File: src/rtl/sorted_sleep_wake_queue_unit_macros.svh
// Assertion macros for the sorted sleep/wake queue unit.
// Included by files that carry concurrent assertions; depends on nothing.
`ifndef SORTED_SLEEP_WAKE_QUEUE_UNIT_MACROS_SVH
`define SORTED_SLEEP_WAKE_QUEUE_UNIT_MACROS_SVH

// Condition that must hold at every clock edge outside reset.
`define SSW_ASSERT_ALWAYS(label, clk, rst, cond, msg) \
   label: assert property (@(posedge clk) disable iff (rst) (cond)) else $error(msg);

// Consequent that must hold in the same cycle as the antecedent.
`define SSW_ASSERT_SAME(label, clk, rst, ante, cons, msg) \
   label: assert property (@(posedge clk) disable iff (rst) (ante) |-> (cons)) else $error(msg);

// Consequent that must hold in the cycle after the antecedent.
`define SSW_ASSERT_NEXT(label, clk, rst, ante, cons, msg) \
   label: assert property (@(posedge clk) disable iff (rst) (ante) |=> (cons)) else $error(msg);

`endif

File: src/rtl/ssw_pkg.sv
// Shared types and constants for the sorted sleep/wake queue unit.
// No dependencies.
`timescale 1ns / 1ps

package ssw_pkg;

   localparam int TIME_W      = 63;
   localparam int ID_W        = 8;
   localparam int LEN_W       = 32;
   localparam int MAX_RESULTS = 16;
   localparam int NRES_W      = $clog2(MAX_RESULTS + 1);

   localparam logic ACT_TICK  = 1'b0;
   localparam logic ACT_SLEEP = 1'b1;

   localparam logic ST_WOKEN   = 1'b0;
   localparam logic ST_REFUSED = 1'b1;

   // One sleeper entry of the table.
   typedef struct packed {
      logic [TIME_W-1:0] wake;
      logic [ID_W-1:0]   id;
   } entry_type;

   // Result of the shared magnitude comparator.
   typedef struct packed {
      logic lt;
      logic eq;
   } cmp_type;

endpackage

File: src/rtl/sorted_sleep_wake_queue_unit.sv
// Sorted sleep/wake queue: tick counter plus a ring table of sleepers ordered by wake time.
// A tick wakes due threads at the head; a sleep shifts each entry waking no earlier up one
// place from the tail; a full table refuses a sleep; a zero-length sleep has no effect. One
// table read port and one shared comparator serve both walks; ticks and refusals can stall
// on rsp_ready; one transaction is in work at a time. Synchronous active-high reset empties
// the table and zeroes the counter. Depends on ssw_pkg, ssw_cmp and the macros header.
`timescale 1ns / 1ps
`include "sorted_sleep_wake_queue_unit_macros.svh"

module sorted_sleep_wake_queue_unit
   import ssw_pkg::*;
#(
   parameter int QUEUE_DEPTH = 16
)(
   input  logic              clock,
   input  logic              reset,

   input  logic              req_valid,
   output logic              req_ready,
   input  logic              req_action,
   input  logic [ID_W-1:0]   req_thread_id,
   input  logic [LEN_W-1:0]  req_sleep_ticks,

   output logic              rsp_valid,
   input  logic              rsp_ready,
   output logic [ID_W-1:0]   rsp_woken_id,
   output logic              rsp_status,
   output logic [TIME_W-1:0] rsp_now_ticks,
   output logic              rsp_last
);

   // Table addresses and the occupancy count. The occupancy needs one extra code
   // so that it can hold the full depth.
   localparam int AW = (QUEUE_DEPTH > 1) ? $clog2(QUEUE_DEPTH) : 1;
   localparam int CW = $clog2(QUEUE_DEPTH + 1);
   localparam int SW = CW + 1;

   localparam logic [AW-1:0] LAST_ADDR = AW'(QUEUE_DEPTH - 1);
   localparam logic [CW-1:0] FULL_OCC  = CW'(QUEUE_DEPTH);
   localparam logic [SW-1:0] DEPTH_SUM = SW'(QUEUE_DEPTH);
   localparam logic [NRES_W-1:0] NRES_MAX = NRES_W'(MAX_RESULTS);

   typedef enum logic [1:0] {
      ST_IDLE,
      ST_INSERT,
      ST_TICK,
      ST_REFUSE
   } state_type;

   // The table is a ring: logical entry 0 (earliest wake time) sits at head_ff.
   entry_type table_mem [QUEUE_DEPTH];

   state_type         state_ff, state_in;
   logic [AW-1:0]     head_ff, head_in;
   logic [CW-1:0]     occ_ff, occ_in;
   logic [TIME_W-1:0] count_ff, count_in;
   logic [NRES_W-1:0] nres_ff, nres_in;
   logic              have_pend_ff, have_pend_in;
   logic [ID_W-1:0]   pend_id_ff, pend_id_in;
   logic [TIME_W-1:0] wt_ff, wt_in;
   logic [AW-1:0]     jptr_ff, jptr_in;
   logic [CW-1:0]     jleft_ff, jleft_in;
   entry_type         rd_data_ff;

   logic              rsp_valid_ff, rsp_valid_in;
   logic [ID_W-1:0]   rsp_id_ff, rsp_id_in;
   logic              rsp_status_ff, rsp_status_in;
   logic [TIME_W-1:0] rsp_now_ff, rsp_now_in;
   logic              rsp_last_ff, rsp_last_in;

   logic              wr_en;
   logic [AW-1:0]     wr_addr;
   entry_type         wr_data;
   logic [AW-1:0]     rd_addr;

   logic [SW-1:0]     tail_sum;
   logic [AW-1:0]     tail;
   logic [AW-1:0]     tail_prev;
   logic [AW-1:0]     head_next;
   logic [AW-1:0]     jptr_prev;
   logic [AW-1:0]     jptr_prev2;
   logic [TIME_W-1:0] cmp_key;
   cmp_type           cmp_res;
   logic              slot_free;
   logic              due;
   logic              stop;

   function automatic logic [AW-1:0] ring_inc(input logic [AW-1:0] p);
      ring_inc = (p == LAST_ADDR) ? '0 : p + AW'(1);
   endfunction

   function automatic logic [AW-1:0] ring_dec(input logic [AW-1:0] p);
      ring_dec = (p == '0) ? LAST_ADDR : p - AW'(1);
   endfunction

   // Ring position just past the youngest entry. The table is never full when
   // this is used for a write, so one conditional subtract brings it into range.
   assign tail_sum   = SW'(head_ff) + SW'(occ_ff);
   assign tail       = (tail_sum >= DEPTH_SUM) ? AW'(tail_sum - DEPTH_SUM) : AW'(tail_sum);
   assign tail_prev  = ring_dec(tail);
   assign head_next  = ring_inc(head_ff);
   assign jptr_prev  = ring_dec(jptr_ff);
   assign jptr_prev2 = ring_dec(jptr_prev);

   // One comparator serves both walks: during an insert it checks an entry against the
   // new wake time, during a tick it checks the head entry against the counter.
   assign cmp_key = (state_ff == ST_INSERT) ? wt_ff : count_ff;

   ssw_cmp u_cmp (
      .lhs (rd_data_ff.wake),
      .rhs (cmp_key),
      .res (cmp_res)
   );

   assign slot_free = !rsp_valid_ff || rsp_ready;
   assign due  = (occ_ff != '0) && (nres_ff < NRES_MAX) && (cmp_res.lt || cmp_res.eq);
   assign stop = (jleft_ff == '0) || cmp_res.lt;

   always_comb begin
      state_in      = state_ff;
      head_in       = head_ff;
      occ_in        = occ_ff;
      count_in      = count_ff;
      nres_in       = nres_ff;
      have_pend_in  = have_pend_ff;
      pend_id_in    = pend_id_ff;
      wt_in         = wt_ff;
      jptr_in       = jptr_ff;
      jleft_in      = jleft_ff;
      rsp_valid_in  = rsp_valid_ff && !rsp_ready;
      rsp_id_in     = rsp_id_ff;
      rsp_status_in = rsp_status_ff;
      rsp_now_in    = rsp_now_ff;
      rsp_last_in   = rsp_last_ff;
      wr_en         = 1'b0;
      wr_addr       = jptr_ff;
      wr_data       = rd_data_ff;
      rd_addr       = head_ff;

      unique case (state_ff)
         ST_IDLE: begin
            rd_addr = (req_action == ACT_TICK) ? head_ff : tail_prev;
            if (req_valid) begin
               if (req_action == ACT_TICK) begin
                  count_in     = count_ff + TIME_W'(1);
                  nres_in      = '0;
                  have_pend_in = 1'b0;
                  state_in     = ST_TICK;
               end else if (req_sleep_ticks != '0) begin
                  if (occ_ff == FULL_OCC) begin
                     pend_id_in = req_thread_id;
                     state_in   = ST_REFUSE;
                  end else begin
                     wt_in      = count_ff + TIME_W'(req_sleep_ticks);
                     pend_id_in = req_thread_id;
                     jptr_in    = tail;
                     jleft_in   = occ_ff;
                     state_in   = ST_INSERT;
                  end
               end
            end
         end

         // Insertion walk from the tail: each entry that wakes at or after the new
         // one moves up by one place; the new entry lands just above the first earlier one.
         ST_INSERT: begin
            wr_en   = 1'b1;
            rd_addr = jptr_prev2;
            if (stop) begin
               wr_data.wake = wt_ff;
               wr_data.id   = pend_id_ff;
               occ_in       = occ_ff + CW'(1);
               state_in     = ST_IDLE;
            end else begin
               jptr_in  = jptr_prev;
               jleft_in = jleft_ff - CW'(1);
            end
         end

         // Wake walk from the head. A popped entry is held until the next head has been
         // checked, so that the result knows whether it is the last of this tick.
         ST_TICK: begin
            if (have_pend_ff) begin
               if (slot_free) begin
                  rsp_valid_in  = 1'b1;
                  rsp_id_in     = pend_id_ff;
                  rsp_status_in = ST_WOKEN;
                  rsp_now_in    = count_ff;
                  rsp_last_in   = !due;
                  if (due) begin
                     pend_id_in = rd_data_ff.id;
                     head_in    = head_next;
                     occ_in     = occ_ff - CW'(1);
                     nres_in    = nres_ff + NRES_W'(1);
                     rd_addr    = head_next;
                  end else begin
                     have_pend_in = 1'b0;
                     state_in     = ST_IDLE;
                  end
               end
            end else if (due) begin
               pend_id_in   = rd_data_ff.id;
               have_pend_in = 1'b1;
               head_in      = head_next;
               occ_in       = occ_ff - CW'(1);
               nres_in      = nres_ff + NRES_W'(1);
               rd_addr      = head_next;
            end else begin
               state_in = ST_IDLE;
            end
         end

         ST_REFUSE: begin
            if (slot_free) begin
               rsp_valid_in  = 1'b1;
               rsp_id_in     = pend_id_ff;
               rsp_status_in = ST_REFUSED;
               rsp_now_in    = count_ff;
               rsp_last_in   = 1'b1;
               state_in      = ST_IDLE;
            end
         end

         default: begin
            state_in = ST_IDLE;
         end
      endcase
   end

   always_ff @(posedge clock) begin
      if (reset) begin
         state_ff     <= ST_IDLE;
         head_ff      <= '0;
         occ_ff       <= '0;
         count_ff     <= '0;
         nres_ff      <= '0;
         have_pend_ff <= 1'b0;
         rsp_valid_ff <= 1'b0;
      end else begin
         state_ff     <= state_in;
         head_ff      <= head_in;
         occ_ff       <= occ_in;
         count_ff     <= count_in;
         nres_ff      <= nres_in;
         have_pend_ff <= have_pend_in;
         rsp_valid_ff <= rsp_valid_in;
      end
      pend_id_ff    <= pend_id_in;
      wt_ff         <= wt_in;
      jptr_ff       <= jptr_in;
      jleft_ff      <= jleft_in;
      rsp_id_ff     <= rsp_id_in;
      rsp_status_ff <= rsp_status_in;
      rsp_now_ff    <= rsp_now_in;
      rsp_last_ff   <= rsp_last_in;
   end

   // Table storage: one write port and one registered read port.
   always_ff @(posedge clock) begin
      if (wr_en) begin
         table_mem[wr_addr] <= wr_data;
      end
      rd_data_ff <= table_mem[rd_addr];
   end

   assign req_ready     = (state_ff == ST_IDLE);
   assign rsp_valid     = rsp_valid_ff;
   assign rsp_woken_id  = rsp_id_ff;
   assign rsp_status    = rsp_status_ff;
   assign rsp_now_ticks = rsp_now_ff;
   assign rsp_last      = rsp_last_ff;

   `SSW_ASSERT_ALWAYS(a_occ_bound, clock, reset, occ_ff <= FULL_OCC, "occupancy beyond depth")
   `SSW_ASSERT_ALWAYS(a_nres_bound, clock, reset, nres_ff <= NRES_MAX, "too many wakes per tick")
   `SSW_ASSERT_NEXT(a_tick_count, clock, reset, req_valid && req_ready && req_action == ACT_TICK, count_ff == $past(count_ff) + TIME_W'(1), "tick did not advance the counter")
   `SSW_ASSERT_SAME(a_refuse_last, clock, reset, rsp_valid && rsp_status == ST_REFUSED, rsp_last, "refusal not marked last")

endmodule

File: src/rtl/ssw_cmp.sv
// Shared 63-bit unsigned magnitude comparator of the sleep/wake queue.
// Depends on ssw_pkg.
`timescale 1ns / 1ps

module ssw_cmp
   import ssw_pkg::*;
(
   input  logic [TIME_W-1:0] lhs,
   input  logic [TIME_W-1:0] rhs,
   output cmp_type           res
);

   always_comb begin
      res.lt = (lhs < rhs);
      res.eq = (lhs == rhs);
   end

endmodule
File: config.mk
export PLATFORM = sky130hd
export DESIGN_NAME = sorted_sleep_wake_queue_unit
export DESIGN_NICKNAME = d
export VERILOG_FILES = /design/src/rtl/ssw_pkg.sv /design/src/rtl/sorted_sleep_wake_queue_unit.sv /design/src/rtl/ssw_cmp.sv
export VERILOG_INCLUDE_DIRS = /design/src /design/src/rtl
export SDC_FILE = /design/constraint.sdc
export NUM_CORES = 2
export LEC_CHECK = 0
export BUFFER_PORTS_ARGS = -buffer_cell sky130_fd_sc_hd__buf_4
export CAP_MARGIN = 20
export CORE_MARGIN = 4
export CORE_UTILIZATION = 55
export CTS_BUF_LIST = sky130_fd_sc_hd__clkbuf_8
export CTS_CLUSTER_DIAMETER = 100
export DETAILED_ROUTE_END_ITERATION = 6
export HOLD_SLACK_MARGIN = 0.1
export PLACE_DENSITY = 0.71
export SYNTH_ARGS = -nofsm -noshare
export SYNTH_HDL_FRONTEND = slang
export SYNTH_SLANG_ARGS = --single-unit
File: constraint.sdc
create_clock -name clock -period 15.9 [get_ports clock]
set_input_delay 0.795 -clock clock [delete_from_list [all_inputs] [get_ports clock]]
set_output_delay 0.795 -clock clock [all_outputs]
set_load 0.005 [all_outputs]
==> key figures <==
Run status
  • Status: complete, but fails checks
  • Failing checks: DRC

Worst setup path
  • Startpoint Class: flop
  • CP max stage delay: 930 ps
  • FF-to-FF End: rd_data_ff[43]
  • WS Path Type: flop to flop
  • Crit Path Max Fanout: 92
  • Cell breakdown of the critical path: nor2b_4 -> buf_4 -> mux2i_1 -> ha_1 -> a211oi_1 -> nor2_1 -> o31ai_1 -> a31oi_1 -> a2111oi_2 -> nor4_2 -> or2_4 -> nor2_8 -> buf_4 -> buf_4 -> a21oi_1 -> a32oi_1 -> a221o_1
  • CP Launch Point: state_ff[0]
  • FF-to-FF setup slack: 8060 ps
  • Most used cell, CP: buf_4
  • Cells on worst reg2reg path: 17
  • Slowest CP cell: buf_4
  • Reg-to-reg startpoint: state_ff[0]
  • CP arrival: 8650 ps
  • WP data required: 16,710 ps
  • Worst setup endpoint: rd_data_ff[43]
  • Worst Setup End Kind: flop

Routing
  • WL final: 172,000 um
  • Drt first pass iters: 7
  • Via density per instance: 6.64
  • Antenna-violating nets left: 0
  • Vias: 40,795
  • Drt first-iter violations: 5,940
  • WL/cell: 28.0 um
  • DRC Markers: 1

Yosys
  • Sequential element share of the synthesized area: 0.687
  • Distinct cells, synth: 77
  • Seq cells post-synth: 1,441
  • Mapped cell area: 60,700 sq um
  • Area leader, netlist: edfxtp_1
  • EDFF count, synth: 1,289
  • Synth Flop Type: edfxtp_1
  • Asr flop ratio synth: 0
  • Syn Inst Count: 4,406
  • Post-synth top area share: 0.637
  • Syn. warnings: 0
  • Synthesized Nets: 4,567
  • Top post-synthesis cells by area: edfxtp_1 64%, dfxtp_1 5.0%, nand2_1 3.4%
  • Syn Area/Cell: 13.8 sq um

Final layout
  • Layout cells sized above 1: 0.131
  • Layout area overhead: 10.2%
  • Final design utilization: 0.612
  • Non-filler cells, final: 6,143
  • FILL cells: 8,288
  • Layout Nets: 4,636

Die
  • I/O pins: 120
  • Die area: 116,000 sq um
  • Core Area: 109,000 sq um
  • Initial core utilization: 0.556
  • FP Rows: 121
  • Die Span X: 340 um
  • Die height: 340 um

Global route
  • Vias in the first global route: 38,739
  • Antenna violations before repair: 5
  • Pin count of the biggest net entering global routing: 198
  • GRT Total Usage: 0.290
  • Global-route wire length before repair: 252,000 um
  • Remaining global-route overflow: 0

STA
  • Final hold slack: 196 ps
  • Relative slew margins: 0.243
  • Final min period: 7840 ps
  • Final hold vios: 0
  • Clock Skew: 66.9 ps
  • RSZ-0062 raised after global routing: no
  • Final setup violation count: 0
  • Slew of the pin with the lowest slew margin: 1140 ps
  • Fin Setup TNS: 0 ps
  • Peak Freq: 0.128 GHz
  • Period Utilization, post-route: 0.493
  • Final slew viol count: 0

Min path
  • Worst min path class: input port to flop
  • Hold path cells: 3

Place
  • Post-DP HPWL: 93,000 um
  • Port Buffers: 119
  • GPL Wtd Cong: 0.902
  • DP Cell Count: 5,733

CTS
  • Clk slew on worst S/H paths: 60 ps
  • CTS root buf: clkbuf_8
  • CTS sink cnt: 1,441
  • CTS tree: done
  • Post-CTS Setup Bufs: 0
  • Worst-Skew Late Latency: 910 ps
  • Post_cts resized: 0
  • Maximum root-to-sink buffer count: 3
  • Post-CTS Hold Fix Bufs: 0
  • H-tree depth: 4
  • CTS Buf Count: 215

Flow run
  • Max cap viols: 0

Power
  • Leak: 23.0 nW
  • VDD IR max: 111 uV
  • Pwr dens: 159 nW/um^2
layout by cell type (no fill, tap or decap), types with 6 or more instances in the layout:
master / instances
a32o_1: 142
a32oi_1: 214
o32ai_1: 72
edfxtp_1: 1289
nand4_1: 26
a21oi_1: 312
nor2_1: 103
nand2_1: 552
dfxtp_1: 152
nor2_4: 6
or2_2: 7
nor4_1: 17
nor2b_1: 6
nand3_1: 106
buf_4: 182
a21o_1: 30
or3_1: 31
o21ai_0: 203
a31oi_1: 12
nand2b_1: 10
mux2i_1: 64
clkinv_1: 40
and3_1: 95
mux2_2: 71
nor3_1: 29
ha_1: 113
a221o_1: 72
inv_1: 117
a211oi_1: 78
xor2_1: 57
clkbuf_8: 243
clkinv_2: 26
and2_4: 12
xnor2_1: 59
metal layers:
metal | wire, um | track usage | part of all wire
met1 | 67600 | 0.411 | 0.39
met2 | 77400 | 0.440 | 0.45
met3 | 21700 | 0.0751 | 0.13
met4 | 4960 | 0.0979 | 0.029
met5 | 7 | 0 | 0.000041
worst max-delay path: cells and delay by family, from the launching register on:
kind,cells,cell delay [ps]
buffers and inverters,3,2270
DFF,1,740
and+or+nand+nor,5,1430
muxes,1,280
AOI/OAI and AO/OA,7,2570
adders and majority gates,1,270
power breakdown:
| group | switching (mW) | leakage, nW | internal (mW) | total, mW |
|---|---|---|---|---|
| clock network | 1.44 | 2.47 | 1.49 | 2.93 |
| logic | 1.94 | 7.52 | 0.853 | 2.79 |
| registers | 0.138 | 13.0 | 4.78 | 4.92 |
synth_stat cells (30+ instances only):
cell type,n
a211oi_1,78
a21o_1,30
a21oi_1,312
a221o_1,72
a32o_1,142
a32oi_1,214
and3_1,95
buf_2,85
clkbuf_1,200
dfxtp_1,152
edfxtp_1,1289
ha_1,113
inv_1,39
mux2_2,71
mux2i_1,64
nand2_1,553
nand3_1,106
nor2_1,107
nor3_1,30
o21ai_0,203
o32ai_1,72
or3_1,31
xnor2_1,59
xor2_1,57
registers in the layout (all words and copies together) (netlist names), 8 cells and up:
signal and flops:
count_ff 63, pend_id_ff 8, rd_data_ff 71, rsp_now_ticks 63
rsp_woken_id 8, table_mem 1136, wt_ff 63
per-stage QoR:
| stage | power, mW | setup WS, ps | area (sq um) |
|---|---|---|---|
| CTS | 10.6 | 8100 | 66900 |
| global placement | 7.65 | 8310 | 62600 |
| global route | 11.1 | 7710 | 66900 |
| floorplan | 6.87 | 7070 | 60700 |
| finish | 10.6 | 8060 | 66900 |
| detailed placement | 7.71 | 8120 | 62600 |
cell type report:
type                       count  area (sq um)  share of cell area
clock inverter               164           898              0.0134
tap                         1476          1850              0.0276
clock buffer                 243          3340              0.0500
inverter                      39           146             0.00219
antenna                        2          5.00           0.0000748
timing repair buffer         186          1450              0.0217
multi-input combinational   2592         17500               0.261
sequential                  1441         41800               0.624
cells by family after synthesis:
group / after synthesis / share of synthesized area
simple gates: 1044 / 0.0800
mux: 136 / 0.0240
buf+inv: 373 / 0.0276
flops: 1441 / 0.687
xor+xnor: 116 / 0.0167
compound gates: 1180 / 0.140
fa+ha+maj: 116 / 0.0243
worst min path at each step:
stage,startpoint,endpoint
floorplan,count_ff[33],rsp_now_ticks[33]
global placement,pend_id_ff[6],rsp_woken_id[6]
detailed placement,pend_id_ff[6],rsp_woken_id[6]
CTS,req_thread_id[6],pend_id_ff[6]
global route,req_thread_id[6],pend_id_ff[6]
finish,req_thread_id[6],pend_id_ff[6]
Power figures use the tool's default switching activity.
